[config.mk]
export PLATFORM = sky130hd
export DESIGN_NAME = xxhash32_stream_hasher
export DESIGN_NICKNAME = d
export VERILOG_FILES = /design/src/sv/xxh_pkg.sv /design/src/sv/xxh_datapath.sv /design/src/sv/xxh_ctrl.sv /design/src/sv/xxhash32_stream_hasher.sv
export SDC_FILE = /design/constraint.sdc
export NUM_CORES = 2
export LEC_CHECK = 0
export BUFFER_PORTS_ARGS = -buffer_cell sky130_fd_sc_hd__clkbuf_2
export CAP_MARGIN = 20
export CELL_PAD_IN_SITES_DETAIL_PLACEMENT = 1
export CELL_PAD_IN_SITES_GLOBAL_PLACEMENT = 2
export CORE_UTILIZATION = 42
export CTS_BUF_LIST = sky130_fd_sc_hd__clkbuf_16
export CTS_CLUSTER_SIZE = 8
export DETAILED_ROUTE_END_ITERATION = 16
export PLACE_DENSITY = 0.94
export SLEW_MARGIN = 20
export SYNTH_ARGS = -nofsm -noshare
export SYNTH_HDL_FRONTEND = slang
export SYNTH_HIERARCHICAL = 1
export SYNTH_SLANG_ARGS = --single-unit
[constraint.sdc]
create_clock -name i_clk -period 13.25 [get_ports i_clk]
set_input_delay 1.325 -clock i_clk [delete_from_list [all_inputs] [get_ports i_clk]]
set_output_delay 1.325 -clock i_clk [all_outputs]
set_load 0.1 [all_outputs]
[src/sv/xxh_pkg.sv]
// Shared types, constants and helpers for the streaming XXH32 hasher.
`timescale 1ns / 1ps

package xxh_pkg;

    localparam logic [31:0] PRIME1 = 32'h9E3779B1;
    localparam logic [31:0] PRIME2 = 32'h85EBCA77;
    localparam logic [31:0] PRIME3 = 32'hC2B2AE3D;
    localparam logic [31:0] PRIME4 = 32'h27D4EB2F;
    localparam logic [31:0] PRIME5 = 32'h165667B1;

    // register index of hash_seed, taken from paddr[2]
    localparam logic REG_HASH_SEED = 1'b0;

    typedef logic [4:0] t_op;

    localparam t_op OP_NONE     = 5'd0;
    localparam t_op OP_DROP     = 5'd1;
    localparam t_op OP_TAKE     = 5'd2;
    localparam t_op OP_RND_MUL1 = 5'd3;
    localparam t_op OP_RND_ADD  = 5'd4;
    localparam t_op OP_RND_MUL2 = 5'd5;
    localparam t_op OP_FIN_INIT = 5'd6;
    localparam t_op OP_FIN_ADD2 = 5'd7;
    localparam t_op OP_FIN_ADD3 = 5'd8;
    localparam t_op OP_FIN_LEN  = 5'd9;
    localparam t_op OP_IDX_CLR  = 5'd10;
    localparam t_op OP_WRD_MUL1 = 5'd11;
    localparam t_op OP_WRD_ADD  = 5'd12;
    localparam t_op OP_WRD_MUL2 = 5'd13;
    localparam t_op OP_BYT_MUL1 = 5'd14;
    localparam t_op OP_BYT_ADD  = 5'd15;
    localparam t_op OP_BYT_MUL2 = 5'd16;
    localparam t_op OP_AV1      = 5'd17;
    localparam t_op OP_AV2      = 5'd18;
    localparam t_op OP_AV3      = 5'd19;

    typedef struct packed {
        logic in_full;     // incoming item carries four (or more) bytes
        logic wis_full;    // three words buffered: next full word closes the stripe
        logic last_item;   // captured item was the final one
        logic seen;        // at least one stripe folded into the lanes
        logic lane_last;   // lane index points at lane 3
        logic words_done;  // buffered words all folded
        logic bytes_done;  // tail bytes all folded
    } t_dp_status;

    function automatic logic [31:0] rotl32(input logic [31:0] x, input int unsigned r);
        return (x << r) | (x >> (32 - r));
    endfunction

endpackage

[src/sv/xxh_datapath.sv]
// Datapath: lane accumulators, stripe buffer, length, shared multiplier and hash register.
`timescale 1ns / 1ps

module xxh_datapath import xxh_pkg::*; (
    input  logic        i_clk,
    input  logic        i_rst_n,
    input  t_op         i_op,
    input  logic [31:0] i_seed,
    input  logic [31:0] i_data_word,
    input  logic [2:0]  i_byte_count,
    input  logic        i_last,
    output t_dp_status  o_status,
    output logic [31:0] o_hash_value,
    output logic        o_format_error
);

    logic [31:0] r_word;
    logic [2:0]  r_cnt;
    logic        r_last;
    logic [31:0] r_words [3];
    logic [1:0]  r_wis;
    logic [31:0] r_len;
    logic        r_seen;
    logic        r_err;
    logic [31:0] r_lanes [4];
    logic [1:0]  r_idx;
    logic [31:0] r_prod;
    logic [31:0] r_acc;
    logic [31:0] r_hash;
    logic        r_ferr;

    logic [2:0]  in_cnt;
    logic [31:0] word_sel;
    logic [31:0] round_src;
    logic [7:0]  byte_sel;
    logic [31:0] mul_a;
    logic [31:0] mul_b;
    logic [31:0] mul_p;

    // counts above four are treated as four
    assign in_cnt = i_byte_count[2] ? 3'd4 : i_byte_count;

    always_comb begin
        case (r_idx)
            2'd0:    word_sel = r_words[0];
            2'd1:    word_sel = r_words[1];
            2'd2:    word_sel = r_words[2];
            default: word_sel = r_word;
        endcase
    end

    // lane 3 takes the word that closed the stripe
    assign round_src = word_sel;

    always_comb begin
        case (r_idx)
            2'd0:    byte_sel = r_word[7:0];
            2'd1:    byte_sel = r_word[15:8];
            2'd2:    byte_sel = r_word[23:16];
            default: byte_sel = r_word[31:24];
        endcase
    end

    always_comb begin
        case (i_op)
            OP_RND_MUL1: begin mul_a = round_src;               mul_b = PRIME2; end
            OP_RND_MUL2: begin mul_a = r_acc;                   mul_b = PRIME1; end
            OP_WRD_MUL1: begin mul_a = word_sel;                mul_b = PRIME3; end
            OP_WRD_MUL2: begin mul_a = r_acc;                   mul_b = PRIME4; end
            OP_BYT_MUL1: begin mul_a = {24'd0, byte_sel};       mul_b = PRIME5; end
            OP_BYT_MUL2: begin mul_a = r_acc;                   mul_b = PRIME1; end
            OP_AV1:      begin mul_a = r_acc ^ (r_acc >> 15);   mul_b = PRIME2; end
            OP_AV2:      begin mul_a = r_acc ^ (r_acc >> 13);   mul_b = PRIME3; end
            default:     begin mul_a = '0;                      mul_b = '0;     end
        endcase
    end

    assign mul_p = mul_a * mul_b;

    // control state
    always_ff @(posedge i_clk) begin
        if (!i_rst_n) begin
            r_wis  <= '0;
            r_len  <= '0;
            r_seen <= 1'b0;
            r_err  <= 1'b0;
        end else begin
            case (i_op)
                OP_DROP: r_err <= 1'b1;
                OP_TAKE: begin
                    r_len <= r_len + {29'd0, in_cnt};
                    if (i_byte_count[2]) begin
                        if (r_wis != 2'd3) begin
                            r_wis <= r_wis + 2'd1;
                        end else begin
                            r_seen <= 1'b1;
                        end
                    end
                end
                OP_RND_MUL2: begin
                    if (r_idx == 2'd3) begin
                        r_wis <= '0;
                    end
                end
                OP_AV3: begin
                    r_wis  <= '0;
                    r_len  <= '0;
                    r_seen <= 1'b0;
                end
                default: ;
            endcase
        end
    end

    // payload
    always_ff @(posedge i_clk) begin
        case (i_op)
            OP_TAKE: begin
                r_word <= i_data_word;
                r_cnt  <= in_cnt;
                r_last <= i_last;
                r_idx  <= '0;
                if (i_byte_count[2]) begin
                    if (r_wis != 2'd3) begin
                        r_words[r_wis] <= i_data_word;
                    end else if (!r_seen) begin
                        r_lanes[0] <= i_seed + PRIME1 + PRIME2;
                        r_lanes[1] <= i_seed + PRIME2;
                        r_lanes[2] <= i_seed;
                        r_lanes[3] <= i_seed - PRIME1;
                    end
                end
            end
            OP_RND_MUL1: r_prod <= mul_p;
            OP_RND_ADD:  r_acc  <= rotl32(r_lanes[r_idx] + r_prod, 13);
            OP_RND_MUL2: begin
                r_lanes[r_idx] <= mul_p;
                r_idx          <= r_idx + 2'd1;
            end
            OP_FIN_INIT: begin
                r_idx <= '0;
                if (r_seen) begin
                    r_acc <= rotl32(r_lanes[0], 1) + rotl32(r_lanes[1], 7);
                end else begin
                    r_acc <= i_seed + PRIME5;
                end
            end
            OP_FIN_ADD2: r_acc <= r_acc + rotl32(r_lanes[2], 12);
            OP_FIN_ADD3: r_acc <= r_acc + rotl32(r_lanes[3], 18);
            OP_FIN_LEN:  r_acc <= r_acc + r_len;
            OP_IDX_CLR:  r_idx <= '0;
            OP_WRD_MUL1: r_prod <= mul_p;
            OP_WRD_ADD:  r_acc  <= rotl32(r_acc + r_prod, 17);
            OP_WRD_MUL2: begin
                r_acc <= mul_p;
                r_idx <= r_idx + 2'd1;
            end
            OP_BYT_MUL1: r_prod <= mul_p;
            OP_BYT_ADD:  r_acc  <= rotl32(r_acc + r_prod, 11);
            OP_BYT_MUL2: begin
                r_acc <= mul_p;
                r_idx <= r_idx + 2'd1;
            end
            OP_AV1: r_acc <= mul_p;
            OP_AV2: r_acc <= mul_p;
            OP_AV3: begin
                r_hash <= r_acc ^ (r_acc >> 16);
                r_ferr <= r_err;
            end
            default: ;
        endcase
    end

    assign o_status.in_full    = i_byte_count[2];
    assign o_status.wis_full   = (r_wis == 2'd3);
    assign o_status.last_item  = r_last;
    assign o_status.seen       = r_seen;
    assign o_status.lane_last  = (r_idx == 2'd3);
    assign o_status.words_done = (r_idx == r_wis);
    assign o_status.bytes_done = r_cnt[2] || (r_idx == r_cnt[1:0]);

    assign o_hash_value   = r_hash;
    assign o_format_error = r_ferr;

    a_err_sticky: assert property (@(posedge i_clk) disable iff (!i_rst_n)
        !$fell(r_err))
        else $error("sticky error flag cleared");

    a_stripe_clears_buffer: assert property (@(posedge i_clk) disable iff (!i_rst_n)
        (i_op == OP_RND_MUL2 && r_idx == 2'd3) |=> (r_wis == 2'd0))
        else $error("stripe buffer not emptied after last lane round");

    a_message_cleared: assert property (@(posedge i_clk) disable iff (!i_rst_n)
        (i_op == OP_AV3) |=> (r_len == 32'd0 && !r_seen && r_wis == 2'd0))
        else $error("message state not cleared after result");

endmodule

[src/sv/xxh_ctrl.sv]
// Controller: sequences item intake, lane rounds, finalization and the result register.
`timescale 1ns / 1ps

module xxh_ctrl import xxh_pkg::*; (
    input  logic       i_clk,
    input  logic       i_rst_n,
    input  logic       i_in_valid,
    input  logic       i_last,
    input  logic       i_out_ready,
    input  t_dp_status i_status,
    output logic       o_in_ready,
    output logic       o_out_valid,
    output t_op        o_op
);

    localparam logic [4:0] S_IDLE     = 5'd0;
    localparam logic [4:0] S_RND_A    = 5'd1;
    localparam logic [4:0] S_RND_B    = 5'd2;
    localparam logic [4:0] S_RND_C    = 5'd3;
    localparam logic [4:0] S_FIN_INIT = 5'd4;
    localparam logic [4:0] S_FIN_ADD2 = 5'd5;
    localparam logic [4:0] S_FIN_ADD3 = 5'd6;
    localparam logic [4:0] S_FIN_LEN  = 5'd7;
    localparam logic [4:0] S_WRD_A    = 5'd8;
    localparam logic [4:0] S_WRD_B    = 5'd9;
    localparam logic [4:0] S_WRD_C    = 5'd10;
    localparam logic [4:0] S_BYT_A    = 5'd11;
    localparam logic [4:0] S_BYT_B    = 5'd12;
    localparam logic [4:0] S_BYT_C    = 5'd13;
    localparam logic [4:0] S_AV1      = 5'd14;
    localparam logic [4:0] S_AV2      = 5'd15;
    localparam logic [4:0] S_AV3      = 5'd16;

    logic [4:0] r_state;
    logic [4:0] n_state;
    logic       r_out_valid;
    logic       n_out_valid;
    logic       accept;
    logic       out_free;

    assign o_in_ready  = (r_state == S_IDLE);
    assign accept      = i_in_valid && o_in_ready;
    assign out_free    = !r_out_valid || i_out_ready;
    assign o_out_valid = r_out_valid;

    always_comb begin
        n_state = r_state;
        o_op    = OP_NONE;
        case (r_state)
            S_IDLE: begin
                if (accept) begin
                    if (!i_last && !i_status.in_full) begin
                        o_op = OP_DROP;
                    end else begin
                        o_op = OP_TAKE;
                        if (i_status.in_full && i_status.wis_full) begin
                            n_state = S_RND_A;
                        end else if (i_last) begin
                            n_state = S_FIN_INIT;
                        end
                    end
                end
            end
            S_RND_A: begin
                o_op    = OP_RND_MUL1;
                n_state = S_RND_B;
            end
            S_RND_B: begin
                o_op    = OP_RND_ADD;
                n_state = S_RND_C;
            end
            S_RND_C: begin
                o_op = OP_RND_MUL2;
                if (!i_status.lane_last) begin
                    n_state = S_RND_A;
                end else if (i_status.last_item) begin
                    n_state = S_FIN_INIT;
                end else begin
                    n_state = S_IDLE;
                end
            end
            S_FIN_INIT: begin
                o_op    = OP_FIN_INIT;
                n_state = i_status.seen ? S_FIN_ADD2 : S_FIN_LEN;
            end
            S_FIN_ADD2: begin
                o_op    = OP_FIN_ADD2;
                n_state = S_FIN_ADD3;
            end
            S_FIN_ADD3: begin
                o_op    = OP_FIN_ADD3;
                n_state = S_FIN_LEN;
            end
            S_FIN_LEN: begin
                o_op    = OP_FIN_LEN;
                n_state = S_WRD_A;
            end
            S_WRD_A: begin
                if (i_status.words_done) begin
                    o_op    = OP_IDX_CLR;
                    n_state = S_BYT_A;
                end else begin
                    o_op    = OP_WRD_MUL1;
                    n_state = S_WRD_B;
                end
            end
            S_WRD_B: begin
                o_op    = OP_WRD_ADD;
                n_state = S_WRD_C;
            end
            S_WRD_C: begin
                o_op    = OP_WRD_MUL2;
                n_state = S_WRD_A;
            end
            S_BYT_A: begin
                if (i_status.bytes_done) begin
                    n_state = S_AV1;
                end else begin
                    o_op    = OP_BYT_MUL1;
                    n_state = S_BYT_B;
                end
            end
            S_BYT_B: begin
                o_op    = OP_BYT_ADD;
                n_state = S_BYT_C;
            end
            S_BYT_C: begin
                o_op    = OP_BYT_MUL2;
                n_state = S_BYT_A;
            end
            S_AV1: begin
                o_op    = OP_AV1;
                n_state = S_AV2;
            end
            S_AV2: begin
                o_op    = OP_AV2;
                n_state = S_AV3;
            end
            S_AV3: begin
                // wait here until the result register is free
                if (out_free) begin
                    o_op    = OP_AV3;
                    n_state = S_IDLE;
                end
            end
            default: n_state = S_IDLE;
        endcase
    end

    always_comb begin
        n_out_valid = r_out_valid;
        if (r_state == S_AV3 && out_free) begin
            n_out_valid = 1'b1;
        end else if (i_out_ready) begin
            n_out_valid = 1'b0;
        end
    end

    always_ff @(posedge i_clk) begin
        if (!i_rst_n) begin
            r_state     <= S_IDLE;
            r_out_valid <= 1'b0;
        end else begin
            r_state     <= n_state;
            r_out_valid <= n_out_valid;
        end
    end

    a_result_posted: assert property (@(posedge i_clk) disable iff (!i_rst_n)
        (r_state == S_AV3 && out_free) |=> (r_out_valid && r_state == S_IDLE))
        else $error("finished hash not posted to result register");

endmodule

[src/sv/xxhash32_stream_hasher.sv]
// Top level of the streaming XXH32 hasher: configuration register and module wiring.
//
// Input channel (i_in_valid / o_in_ready) carries one little-endian word per transfer:
// i_data_word, i_byte_count (0..4 valid low bytes, counts above 4 act as 4) and i_last.
// Every item but the last must carry four bytes; a short non-final item is dropped
// and sets a sticky error that is reported with every later hash until reset.
// Output channel (o_out_valid / i_out_ready) carries one transfer per message:
// o_hash_value and o_format_error.
// hash_seed sits at APB byte address 0; write it only while the block is idle.
// All arithmetic runs through the single shared 32x32 multiplier in controller order:
// a buffered word is only stored, while the word that closes a 16-byte stripe is then
// folded in by four lane rounds. After the last item come the merge (its lane steps
// only once a stripe was seen), a round per buffered word, a round per tail byte and
// the avalanche until the result is valid, preceded by lane rounds if it closes a stripe.
// The result register lets the next message stream in while a hash waits; only the
// next final item stalls, in its last step, until the receiver takes the pending hash.
// Reset clears the seed, the sticky error, the message state and the result valid.
`timescale 1ns / 1ps

module xxhash32_stream_hasher import xxh_pkg::*; (
    input  logic        i_clk,
    input  logic        i_rst_n,
    input  logic        psel,
    input  logic        penable,
    input  logic        pwrite,
    input  logic [2:0]  paddr,
    input  logic [31:0] pwdata,
    output logic [31:0] prdata,
    output logic        pready,
    input  logic        i_in_valid,
    output logic        o_in_ready,
    input  logic [31:0] i_data_word,
    input  logic [2:0]  i_byte_count,
    input  logic        i_last,
    output logic        o_out_valid,
    input  logic        i_out_ready,
    output logic [31:0] o_hash_value,
    output logic        o_format_error
);

    logic [31:0] r_seed;
    t_op         op;
    t_dp_status  status;

    assign pready = 1'b1;
    assign prdata = (paddr[2] == REG_HASH_SEED) ? r_seed : 32'd0;

    always_ff @(posedge i_clk) begin
        if (!i_rst_n) begin
            r_seed <= '0;
        end else if (psel && penable && pwrite && pready && paddr[2] == REG_HASH_SEED) begin
            r_seed <= pwdata;
        end
    end

    xxh_ctrl u_ctrl (
        .i_clk       (i_clk),
        .i_rst_n     (i_rst_n),
        .i_in_valid  (i_in_valid),
        .i_last      (i_last),
        .i_out_ready (i_out_ready),
        .i_status    (status),
        .o_in_ready  (o_in_ready),
        .o_out_valid (o_out_valid),
        .o_op        (op)
    );

    xxh_datapath u_datapath (
        .i_clk          (i_clk),
        .i_rst_n        (i_rst_n),
        .i_op           (op),
        .i_seed         (r_seed),
        .i_data_word    (i_data_word),
        .i_byte_count   (i_byte_count),
        .i_last         (i_last),
        .o_status       (status),
        .o_hash_value   (o_hash_value),
        .o_format_error (o_format_error)
    );

endmodule
==> impl_metrics.csv <==
group,metric,value,unit
critical_path,endpoint_kind,"flip-flop",
clock_network,cts_made_buffers,61,
power,power_density,271,nW/µm²
layout,drive_gt1_frac,0.0958,
clock_network,tritoncts,"yes",
placement,io_buffers,142,
die,die_x,326,µm
global_route,grt_pass1_vias,39100,
layout,final_nets,5493,
logic_synthesis,synth-seq-cells,435,
logic_synthesis,netlist_area,44200,µm²
sta,final.min_clock_period,12110,ps
critical_path,cp_common_cell,"fa_1",
routing,ant_nets,0,
critical_path,cp-start-kind,"flip-flop",
placement,gp_congestion,1.05,
clock_network,htreeDepth,2,
clock_network,cts_num_sinks,435,
sta,slew_violations,0,
critical_path,critical_path_class,"flip-flop to flip-flop",
global_route,grt_max_degree,73,
critical_path,startpoint,"u_datapath/r_idx[1]$_DFFE_PN_",
critical_path,crit_fanout,17,
sta,worst_pin_slew,1350,ps
routing,wl_per_cell,30.7,µm
logic_synthesis,syn_avg_cell_area,9.45,µm²
power,power.share.sequential,0.180,
critical_path,crit_path_top_delay_cell,"a21oi_1",
logic_synthesis,synth_top_family_by_area,"adder cells",
power,clkPwrFrac,0.114,
routing,drtIter0Drc,3900,
logic_synthesis,synthAdderAreaFrac,0.262,
sta,fin_skew,29.4,ps
sta,relSlewSlack,0.0956,
die,dieArea,106000,µm²
logic_synthesis,synthMuxAreaShare,0.0354,
power,p_total,13.1,mW
logic_synthesis,synthSimpleGateAreaFrac,0.132,
power,comb_power_share,0.706,
clock_network,cts.clk_slew.worst_paths,60,ps
logic_synthesis,synth-xor-area-share,0.0651,
logic_synthesis,synth_compound_area_frac,0.153,
die,pin_count,146,
routing,drtPass1Iterations,6,
layout,multi_input_comb_area,28700,µm²
global_route,grtUsageTotal,0.353,
logic_synthesis,synthFlopType,"edfxtp_1",
sta,holdWs,475,ps
layout,final_cells,6165,
clock_network,cts_setup_buffers,0,
routing,viasPerCell,6.16,
logic_synthesis,yosysSeqAreaShare,0.279,
global_route,antenna_found_initial,6,
layout,regArea,12300,µm²
sta,tns,0,ps
global_route,grt_overflow,0,
placement,dpl.cell_count,6055,
status,status,"complete, no violations",
logic_synthesis,async_flop_share,0,
critical_path,arrival,12520,ps
hold_path,min_path_type,"flip-flop to flip-flop",
power,switchingPower,7.31,mW
routing,vias,38000,
hold_path,hp-start,"u_datapath/r_err$_SDFFE_PN0N_",
die,fp.dieH,326,µm
sta,finalHoldViolCount,0,
logic_synthesis,synth_edf_count,359,
sta,fin_crit_sh,0.914,
routing,drt-total-wl,190000,µm
clock_network,insertion_delay,670,ps
sta,rsz0062_at_grt,"no",
critical_path,critical-path-max-stage-delay,750,ps
sta,fmax,82.6,MHz
clock_network,cts-resized-gates,0,
layout,area_growth,9.01,%
critical_path,required,13660,ps
clock_network,clockRootBuffer,"clkbuf_16",
logic_synthesis,synth_nets,5429,
die,initial_core_util,0.425,
clock_network,cts_hold_buf,0,
power,p_leak,20.7,nW
power,swShare,0.560,
layout,fillers,11900,
logic_synthesis,synthCells,4675,
global_route,grt_pass1_wl,272000,µm
logic_synthesis,ys_types,112,
routing,drc,0,
sta,setup_viol_count_final,0,
placement,hpwl,149000,µm
placement,preCtsSetupSlack,939,ps
die,core_area,104000,µm²
sta,worst_slack,1140,ps
flow_run,cap_violations,0,
die,rows,118,
critical_path,timing.rr.start,"u_datapath/r_idx[1]$_DFFE_PN_",
logic_synthesis,synth-warning-count,6,
power,max-vdd-ir-drop,0.214,mV
power,internal-power,5.75,mW
clock_network,ctsLongestPathBuffers,3,
==> layer usage <==
layer | up-vias | track usage | wire length, µm
li1 | 16200 | - | -
met1 | 19200 | 0.441 | 71700
met2 | 2032 | 0.559 | 85700
met3 | 595 | 0.0672 | 17000
met4 | 8 | 0.235 | 15100
met5 | - | 0 | 52
==> final timing paths <==
kind / end / slack (ps) / cells after the start
max reg2reg: u_datapath/r_acc[31]$_DFFE_PP_ / 1140 / 36
min: u_datapath/o_format_error$_DFFE_PN_ / 480 / 0
max: u_datapath/r_acc[31]$_DFFE_PP_ / 1140 / 36
min reg2reg: u_datapath/o_format_error$_DFFE_PN_ / 480 / 0
==> worst max-delay path, delay by kind of cell, from the launching register on <==
family                   cells  cell delay [ps]
AO/OA/AOI/OAI               14             4470
XOR/XNOR                     3              710
adder cells (fa/ha/maj)      9             3520
buffers and inverters        3              720
flip-flops                   1              370
AND/OR/NAND/NOR              7             2020
==> cell usage after synthesis (21+ instances only) <==
master	instances	area, µm²
inv_1	552	2070
nand2_1	445	1670
fa_1	413	8270
nor2_1	404	1520
edfxtp_1	359	10800
a21oi_1	291	1460
ha_1	263	3290
o21ai_0	249	1250
xnor2_1	190	1660
clkbuf_1	175	657
xor2_1	132	1160
nor3_1	113	566
a21o_1	80	601
dfxtp_1	76	1520
nor2b_1	59	369
nand2b_1	58	363
mux2i_1	54	541
nand3_1	54	270
a22oi_1	37	278
a221oi_1	35	307
a31oi_1	34	213
o21a_1	34	255
o21bai_1	33	248
mux4_2	32	721
and2_1	29	181
mux2_2	27	304
a222oi_1	26	260
and3_1	23	144
buf_1	22	82.6
buf_2	21	105
or3_1	21	131
==> stage by stage <==
| step | instance area, µm² | utilization |
|---|---|---|
| 2_1_floorplan | 44200 | - |
| 3_3_place_gp | 46300 | 0.446 |
| 3_5_place_dp | 46300 | 0.446 |
| 4_1_cts | 48100 | 0.463 |
| 5_1_grt | 48100 | 0.463 |
| 6_report | 48100 | 0.463 |
==> kinds of logic (layout without fill, tap and decap cells) <==
logic type                 Yosys count  count (layout)
and+or+nand+nor                   1288            1288
DFF                                435             435
buffers and inverters              805             912
other                                1               4
xor gates and xnor gates           325             325
muxes                              113             113
AOI/OAI and AO/OA                 1032            1032
adders and majority gates          676             676
==> layout make-up <==
cell class / count / share of cell area
multi-input combinational: 3435 / 0.597
clock buffer: 61 / 0.0317
inverter: 558 / 0.0436
tap: 1380 / 0.0359
antenna: 3 / 0.000156
clock inverter: 45 / 0.00496
timing repair buffer: 248 / 0.0315
sequential: 435 / 0.256
==> state kept, by name, summed over array words and instances (netlist names), named ones only <==
register                   flops
u_ctrl/o_out_valid             1
u_datapath/r_words            96
u_ctrl/r_state                 5
u_datapath/r_prod             32
r_seed                        32
u_datapath/r_idx               2
u_datapath/r_acc              32
u_datapath/r_cnt               3
u_datapath/r_seen              1
u_datapath/r_wis               2
u_datapath/r_word             32
u_datapath/r_len              32
u_datapath/r_err               1
u_datapath/o_hash_value       32
u_datapath/o_format_error      1
u_datapath/r_lanes           128
u_datapath/r_last              1
==> placed cells by master, fill, tap and decap left out, types with 21 or more instances in the layout <==
master	netlist	routed
a21o_1	80	80
a21oi_1	291	290
a221oi_1	35	34
a222oi_1	26	26
a22oi_1	37	37
a31oi_1	34	34
and2_1	29	29
and3_1	23	23
buf_4	11	104
clkbuf_16	0	61
clkbuf_2	0	142
dfxtp_1	76	75
edfxtp_1	359	359
fa_1	413	413
ha_1	263	262
inv_1	552	591
mux2_2	27	27
mux2i_1	54	54
mux4_2	32	32
nand2_1	445	444
nand2b_1	58	58
nand3_1	54	53
nor2_1	404	402
nor2b_1	59	59
nor3_1	113	107
o21a_1	34	34
o21ai_0	249	246
o21bai_1	33	33
or3_1	21	21
xnor2_1	190	188
xor2_1	132	132
==> power groups by stage <==
stage               combinational [mW]  sequential (mW)  clock, mW
CTS                               8.92             2.32       1.50
finish                            9.22             2.35       1.49
detailed placement                8.80             2.34          0
global placement                  8.67             2.33          0
floorplan                         5.18             2.10          0
global route                      9.63             2.34       1.55
No activity file was read; power rests on OpenSTA's default activity.
